--- config.mk ---
export PLATFORM = sky130hd
export DESIGN_NAME = framed_word_receiver_crc16_unit_flat
export DESIGN_NICKNAME = d
export VERILOG_FILES = /design/src/design/fwrc_pkg.sv /design/src/design/fwrc_if.sv /design/src/design/fwrc_crc_byte.sv /design/src/design/fwrc_frame_track.sv /design/src/design/fwrc_result_reg.sv /design/src/design/framed_word_receiver_crc16_unit.sv /design/src/flat_wrapper.sv
export SDC_FILE = /design/constraint.sdc
export NUM_CORES = 1
export LEC_CHECK = 0
export ABC_AREA = 1
export BUFFER_PORTS_ARGS = -buffer_cell sky130_fd_sc_hd__buf_4
export CORE_MARGIN = 2
export CORE_UTILIZATION = 30
export CTS_CLUSTER_DIAMETER = 150
export DETAILED_ROUTE_END_ITERATION = 6
export RECOVER_POWER = 50
export SLEW_MARGIN = 5
export SYNTH_ARGS = -nofsm -noshare
export SYNTH_HDL_FRONTEND = slang
export SYNTH_HIERARCHICAL = 1
export SYNTH_SLANG_ARGS = --single-unit
export TNS_END_PERCENT = 10
--- constraint.sdc ---
create_clock -name clk -period 3.75 [get_ports clk]
set_clock_uncertainty 0.2 [all_clocks]
set_input_delay 0 -clock clk [delete_from_list [all_inputs] [get_ports clk]]
set_output_delay 0 -clock clk [all_outputs]
set_load 0.03 [all_outputs]
--- src/design/fwrc_pkg.sv ---
// fwrc_pkg: shared types and constants for the framed word receiver.
// No dependencies; imported by every other file of the block.
package fwrc_pkg;

	localparam int unsigned BYTE_W  = 8;
	localparam int unsigned WORD_W  = 16;
	localparam int unsigned COUNT_W = 3;
	localparam int unsigned STAT_W  = 3;

	localparam logic [COUNT_W-1:0] FRAME_LEN = 3'd6;
	localparam logic [COUNT_W-1:0] CRC_SPAN  = 3'd4;
	localparam logic [COUNT_W-1:0] COUNT_MAX = 3'd7;

	localparam logic [BYTE_W-1:0] START_BYTE = 8'h02;
	localparam logic [BYTE_W-1:0] END_BYTE   = 8'h03;
	localparam logic [WORD_W-1:0] CRC_INIT   = 16'hFFFF;
	localparam logic [WORD_W-1:0] CRC_POLY   = 16'hA001;

	typedef enum logic [STAT_W-1:0] {
		ST_OK     = 3'd0,
		ST_LENGTH = 3'd1,
		ST_START  = 3'd2,
		ST_END    = 3'd3,
		ST_CRC    = 3'd4
	} fwrc_status_t;

	// Closing verdict handed from the frame tracker to the result register.
	typedef struct packed {
		logic                close;
		logic [WORD_W-1:0]   value;
		fwrc_status_t        status;
	} fwrc_close_t;

endpackage

--- src/design/fwrc_if.sv ---
// fwrc_if: valid/ready channel interfaces for received bytes and frame results.
// Depends on fwrc_pkg for field widths.
interface fwrc_byte_if import fwrc_pkg::*; ();
	logic              valid;
	logic              ready;
	logic [BYTE_W-1:0] rx_byte;
	logic              chunk_end;

	modport source (output valid, output rx_byte, output chunk_end, input ready);
	modport sink   (input valid, input rx_byte, input chunk_end, output ready);
endinterface

interface fwrc_result_if import fwrc_pkg::*; ();
	logic              valid;
	logic              ready;
	logic [WORD_W-1:0] frame_value;
	logic [STAT_W-1:0] frame_status;

	modport source (output valid, output frame_value, output frame_status, input ready);
	modport sink   (input valid, input frame_value, input frame_status, output ready);
endinterface

--- src/design/fwrc_crc_byte.sv ---
// fwrc_crc_byte: one byte step of the reflected CRC-16 (eight bit steps unrolled).
// Depends on fwrc_pkg.
module fwrc_crc_byte import fwrc_pkg::*; (
	input  logic [WORD_W-1:0] crc_in,
	input  logic [BYTE_W-1:0] data,
	output logic [WORD_W-1:0] crc_out
);

	always_comb begin
		logic [WORD_W-1:0] c;
		c = crc_in ^ {{(WORD_W-BYTE_W){1'b0}}, data};
		for (int k = 0; k < BYTE_W; k++) begin
			if (c[0]) begin
				c = (c >> 1) ^ CRC_POLY;
			end else begin
				c = c >> 1;
			end
		end
		crc_out = c;
	end

endmodule

--- src/design/fwrc_frame_track.sv ---
// fwrc_frame_track: per-chunk state (count, CRC, fields) and closing verdict.
// Depends on fwrc_pkg and fwrc_crc_byte.
module fwrc_frame_track import fwrc_pkg::*; (
	input  logic              clk,
	input  logic              arst_n,
	input  logic              take,
	input  logic [BYTE_W-1:0] rx_byte,
	input  logic              chunk_end,
	output fwrc_close_t       verdict
);

	localparam logic [COUNT_W-1:0] POS_START = 3'd0;
	localparam logic [COUNT_W-1:0] POS_HIGH  = 3'd1;
	localparam logic [COUNT_W-1:0] POS_LOW   = 3'd2;
	localparam logic [COUNT_W-1:0] POS_END   = 3'd3;
	localparam logic [COUNT_W-1:0] POS_CRC_L = 3'd4;
	localparam logic [COUNT_W-1:0] POS_CRC_H = 3'd5;

	logic [WORD_W-1:0]  crc_q, crc_fed, crc_d;
	logic [COUNT_W-1:0] count_q, count_d;
	logic [WORD_W-1:0]  word_q, word_d;
	logic [BYTE_W-1:0]  crc_lo_q, crc_lo_d;
	logic               start_ok_q, start_ok_d;
	logic               end_ok_q, end_ok_d;
	logic [WORD_W-1:0]  rx_crc_q, rx_crc_d;
	fwrc_status_t       status;

	fwrc_crc_byte u_crc (
		.crc_in  (crc_q),
		.data    (rx_byte),
		.crc_out (crc_fed)
	);

	always_comb begin
		crc_d      = (count_q < CRC_SPAN) ? crc_fed : crc_q;
		word_d     = word_q;
		crc_lo_d   = crc_lo_q;
		start_ok_d = start_ok_q;
		end_ok_d   = end_ok_q;
		rx_crc_d   = rx_crc_q;
		unique case (count_q)
			POS_START: start_ok_d = (rx_byte == START_BYTE);
			POS_HIGH:  word_d     = {rx_byte, word_q[BYTE_W-1:0]};
			POS_LOW:   word_d     = {word_q[WORD_W-1:BYTE_W], rx_byte};
			POS_END:   end_ok_d   = (rx_byte == END_BYTE);
			POS_CRC_L: crc_lo_d   = rx_byte;
			POS_CRC_H: rx_crc_d   = {rx_byte, crc_lo_q};
			default:   ;
		endcase
		count_d = (count_q < COUNT_MAX) ? count_q + 3'd1 : count_q;
	end

	// First failing check wins.
	always_comb begin
		priority if (count_d != FRAME_LEN) begin
			status = ST_LENGTH;
		end else if (!start_ok_d) begin
			status = ST_START;
		end else if (!end_ok_d) begin
			status = ST_END;
		end else if (rx_crc_d != crc_d) begin
			status = ST_CRC;
		end else begin
			status = ST_OK;
		end
	end

	assign verdict.close  = take && chunk_end;
	assign verdict.status = status;
	assign verdict.value  = (status == ST_OK) ? word_d : '0;

	always_ff @(posedge clk or negedge arst_n) begin
		if (!arst_n) begin
			crc_q      <= CRC_INIT;
			count_q    <= '0;
			word_q     <= '0;
			crc_lo_q   <= '0;
			start_ok_q <= 1'b0;
			end_ok_q   <= 1'b0;
			rx_crc_q   <= '0;
		end else if (take) begin
			if (chunk_end) begin
				crc_q      <= CRC_INIT;
				count_q    <= '0;
				word_q     <= '0;
				crc_lo_q   <= '0;
				start_ok_q <= 1'b0;
				end_ok_q   <= 1'b0;
				rx_crc_q   <= '0;
			end else begin
				crc_q      <= crc_d;
				count_q    <= count_d;
				word_q     <= word_d;
				crc_lo_q   <= crc_lo_d;
				start_ok_q <= start_ok_d;
				end_ok_q   <= end_ok_d;
				rx_crc_q   <= rx_crc_d;
			end
		end
	end

endmodule

--- src/design/fwrc_result_reg.sv ---
// fwrc_result_reg: output register holding one frame result until taken.
// Depends on fwrc_pkg and fwrc_if.
module fwrc_result_reg import fwrc_pkg::*; (
	input  logic                 clk,
	input  logic                 arst_n,
	input  fwrc_close_t          verdict,
	output logic                 space,
	fwrc_result_if.source        result
);

	logic              valid_q;
	logic [WORD_W-1:0] value_q;
	logic [STAT_W-1:0] status_q;

	// Room when empty or when the held request leaves this cycle.
	assign space = !valid_q || result.ready;

	always_ff @(posedge clk or negedge arst_n) begin
		if (!arst_n) begin
			valid_q <= 1'b0;
		end else if (space) begin
			valid_q <= verdict.close;
		end
	end

	always_ff @(posedge clk) begin
		if (space && verdict.close) begin
			value_q  <= verdict.value;
			status_q <= verdict.status;
		end
	end

	assign result.valid        = valid_q;
	assign result.frame_value  = value_q;
	assign result.frame_status = status_q;

endmodule

--- src/design/framed_word_receiver_crc16_unit.sv ---
// framed_word_receiver_crc16_unit: top level of the framed word receiver.
// Depends on fwrc_pkg, fwrc_if, fwrc_frame_track, fwrc_result_reg.
//
//  channel  dir  request carries            width
//  -------  ---  -------------------------  -----
//  rx       in   rx_byte, chunk_end         8 + 1
//  result   out  frame_value, frame_status  16 + 3
//
// One byte request is taken every cycle while the output register has room.
// The byte goes straight into the chunk state (count, CRC, fields); on a
// closing byte the verdict is written to the output register at the same edge,
// so a result appears in the cycle after its closing byte is taken.
// arst_n clears the chunk state (CRC to 0xFFFF) and empties the output register.
// A stalled result holds rx.ready low only while result.ready is low.
module framed_word_receiver_crc16_unit import fwrc_pkg::*; (
	input  logic          clk,
	input  logic          arst_n,
	fwrc_byte_if.sink     rx,
	fwrc_result_if.source result
);

	logic        space;
	logic        take;
	fwrc_close_t verdict;

	// Every byte may close a chunk, so a byte waits for output room.
	assign rx.ready = space;
	assign take     = rx.valid && space;

	// Chunk state: position, running CRC over bytes 0..3, captured fields.
	fwrc_frame_track u_track (
		.clk       (clk),
		.arst_n    (arst_n),
		.take      (take),
		.rx_byte   (rx.rx_byte),
		.chunk_end (rx.chunk_end),
		.verdict   (verdict)
	);

	// Output register: parts the byte side from the result side.
	fwrc_result_reg u_out (
		.clk     (clk),
		.arst_n  (arst_n),
		.verdict (verdict),
		.space   (space),
		.result  (result)
	);

endmodule

--- src/flat_wrapper.sv ---
// flat-port wrapper written by rule: the top's interface ports become plain ports
module framed_word_receiver_crc16_unit_flat import fwrc_pkg::*;
  (clk, arst_n, rx_valid, rx_rx_byte, rx_chunk_end, rx_ready, result_valid, result_frame_value, result_frame_status, result_ready);
  fwrc_byte_if rx_i ();
  fwrc_result_if result_i ();
  input  logic clk;
  input  logic arst_n;
  input wire logic [$bits(rx_i.valid)-1:0] rx_valid;
  input wire logic [$bits(rx_i.rx_byte)-1:0] rx_rx_byte;
  input wire logic [$bits(rx_i.chunk_end)-1:0] rx_chunk_end;
  output wire logic [$bits(rx_i.ready)-1:0] rx_ready;
  output wire logic [$bits(result_i.valid)-1:0] result_valid;
  output wire logic [$bits(result_i.frame_value)-1:0] result_frame_value;
  output wire logic [$bits(result_i.frame_status)-1:0] result_frame_status;
  input wire logic [$bits(result_i.ready)-1:0] result_ready;
  assign rx_i.valid = rx_valid;
  assign rx_i.rx_byte = rx_rx_byte;
  assign rx_i.chunk_end = rx_chunk_end;
  assign rx_ready = rx_i.ready;
  assign result_valid = result_i.valid;
  assign result_frame_value = result_i.frame_value;
  assign result_frame_status = result_i.frame_status;
  assign result_i.ready = result_ready;
  framed_word_receiver_crc16_unit u_core (.clk(clk), .arst_n(arst_n), .rx(rx_i), .result(result_i));
endmodule
==> run summary <==
Layout Nets: 661
Multi-input gate area: 2180 um^2
Tcrit/Tclk final: 84.7%
Mapped cell area: 4830 um^2
Critical Path AT: 3170 ps
Filler cells: 1676
Worst r2r src: u_core/u_track/count_q[2]
Ant. Diodes: 0
Area share of the largest cell type after synthesis: 23.8%
IO Port Bufs: 33
Slew @ Worst Pin: 1650 ps
Final Cell Area: 5590 um^2
Gpl congestion: 0.840
Antenna violations before repair: 0
Critical Path End: u_core/u_out/result.frame_value[15]
CTS HTree Levels: 3
Max_cap viols: 1
Power per cell area: 605 nW/um^2
Reg clk slew, reported paths: 70 ps
Crit path kind: register to register
Syn nets: 621
Cells after synthesis: 603
Initial Util: 30.5%
RSZ-0062 raised after global routing: false
IO Pins: 34
Post-layout min period: 3180 ps
Setup violators final: 0
R2r setup slk: 570 ps
Count of standard-cell rows: 46
WL final: 12.6 mm
Core Box Area: 15800 um^2
Total Routing Usage GR: 15.3%
Post-CTS Setup Inserts: 0
Final Hold Fails: 0
CP Max Fanout: 37
Commonest register cell after synthesis: dfrtp_1
Pin count of the biggest net entering global routing: 63
Power consumption: 0.00338 W
Pre-antenna DRT Iters: 5
Ys Warns: 6
LEAKAGE: 2.58 nW
Synth area leaders: dfrtp_1 (24%), nand2_1 (14%), edfxtp_1 (12%)
Area growth, synth to finish: 15.7%
Sequential Area: 2140 um^2
Clock Sinks: 81
DRC Markers: 0
Top cell type by total area after synthesis: dfrtp_1
Reg2reg path depth: 10
Grt total ovfl: 0
Die Area: 17100 um^2
Placed instance area: 5220 um^2
Synth Register Bits: 81
PnR worst setup slack: 573 ps
Worst slew margin relative to its limit: -9.69%
Die Wd: 131 um
Synth unique cells: 37
Peak supply drop: 234 uV
CTS Root Cell: clkbuf_16
Vias: 4102
Post-synthesis sequential area ratio: 44.3%
HPWL after detailed placement: 8.33 mm
R2R Path End: u_core/u_out/result.frame_value[15]
Chip Height: 131 um
Post-Place Worst Slack: 621 ps
WHS: 17.1 ps
Max Transition Viols Final: 63
Routed length per instance: 14.6 um
Max Clock Freq: 0.315 GHz
Setup TNS: 0 ps
Post-route ant nets: 0
Crit end category: register
Initial DRC Count: 383
Num CTS Buffers: 9
Critical Path Source: u_core/u_track/count_q[2]
Clk_lat worst skew: 340 ps
Vias in the first global route: 3846
Share of layout cells above drive strength 1: 14.8%
Path type of the worst min-delay path: primary input to register
Maximum buffer depth of the clock tree: 2
Outcome: complete, but fails checks
Worst Path Required: 3740 ps
Vias per cell: 4.75
Mean post-synth cell area: 8.02 um^2
Violated checks: capacitance limit, slew limit
Asr flop ratio synth: 76.5%
CP startpoint kind: register
CTS tree: yes
First-pass GRT wire length: 20.4 mm
EDFF count, synth: 19
==> metrics by stage <==
| stage | std cells | util [%] |
|---|---|---|
| final | 864 | 35.3 |
| after global routing | 864 | 35.3 |
| after CTS | 864 | 35.9 |
| after detailed placement | 829 | 32.9 |
| after global placement | 829 | 32.9 |
| after floorplan | 603 | - |
==> what timing repair did <==
item,in CTS,in global routing
hold endpoints to repair,93,0
gates resized for setup,0,0
hold buffers,19,0
==> worst max-delay path, stage by stage, from the launching register on <==
cell and delay, ps:
dfrtp_2 640, inv_1 240, clkbuf_1 730, o21ai_0 200, nand2_1 100, nand2_1 70
nor2_1 140, nand2_1 100, nor2_2 150, nand3_4 260, nor2_1 190
==> where the power goes <==
| part | total, W | internal, W | switching, W |
|---|---|---|---|
| registers | 0.00116 | 0.00106 | 0.000101 |
| logic | 0.00138 | 0.000480 | 0.000897 |
| clock network | 0.000843 | 0.000454 | 0.000388 |
| total | 0.00338 | 0.00200 | 0.00139 |
==> cell families (layout without fill, tap and decap cells) <==
| kind of cell | Yosys count | after routing | share of synthesized area, % |
|---|---|---|---|
| DFF | 81 | 81 | 44.3 |
| and+or+nand+nor | 272 | 272 | 25.9 |
| xor gates and xnor gates | 16 | 16 | 3.21 |
| adders and majority gates | 5 | 5 | 1.29 |
| AOI/OAI and AO/OA | 118 | 118 | 14.8 |
| buffers and inverters | 111 | 156 | 10.5 |
==> layer usage <==
metal,vias up,wire length [um],global-route usage [%]
li1,2035,-,-
met1,1925,5970,22.1
met2,119,5640,23.1
met3,23,673,2.16
met4,0,324,6.38
met5,-,0,0
==> layout by cell type (no fill, tap or decap), types with 13 or more instances in the layout <==
| cell | Yosys | final |
|---|---|---|
| dlygate4sd3_1 | 0 | 19 |
| o22ai_1 | 23 | 23 |
| inv_1 | 75 | 76 |
| nand3_1 | 33 | 33 |
| buf_4 | 7 | 19 |
| dfstp_2 | 16 | 16 |
| dfrtp_1 | 46 | 45 |
| nand2_1 | 180 | 180 |
| nor2_1 | 19 | 19 |
| a22oi_1 | 28 | 28 |
| o21ai_1 | 15 | 13 |
| edfxtp_1 | 19 | 19 |
| o21ai_0 | 39 | 41 |
| clkbuf_1 | 9 | 22 |
| nor2_2 | 14 | 14 |
==> sequential cells by signal (all words and copies together) (netlist names) <==
register	count
u_core/u_track/crc_lo_q	8
u_core/u_track/end_ok_q	1
u_core/u_track/start_ok_q	1
u_core/u_track/crc_q	16
u_core/u_track/count_q	3
u_core/u_out/result.valid	1
u_core/u_out/result.frame_value	16
u_core/u_out/result.frame_status	3
u_core/u_track/word_q	16
u_core/u_track/rx_crc_q	16
==> area by class of cell <==
type | count | area share [%]
clock buffer | 9 | 4.03
clock inverter | 7 | 0.984
inverter | 79 | 5.30
multi-input combinational | 411 | 39.0
sequential | 81 | 38.3
tap | 216 | 4.83
timing repair buffer | 61 | 7.52
==> how the worst min path moves through the flow <==
stage                      start                         end  slack (ps)  cells past startpoint
CTS                 rx_chunk_end   u_core/u_track/count_q[2]          10                      5
global placement          arst_n  u_core/u_track/rx_crc_q[5]         -40                      1
floorplan                 arst_n   u_core/u_out/result.valid        -500                      0
global route        rx_chunk_end     u_core/u_track/end_ok_q          30                      5
finish              rx_chunk_end   u_core/u_track/count_q[2]          20                      5
detailed placement        arst_n  u_core/u_track/crc_lo_q[6]         -50                      1
==> cell usage after synthesis, types with 8 or more instances <==
master	n
dfstp_2	16
buf_2	8
nand2_2	9
nor2_1	19
a22oi_1	28
clkbuf_1	9
edfxtp_1	19
o22ai_1	23
nor2_2	14
xor2_1	9
inv_1	75
o21ai_1	15
o21ai_0	39
dfrtp_1	46
nand3_1	33
nand2_1	180
Power figures use the tool's default switching activity.
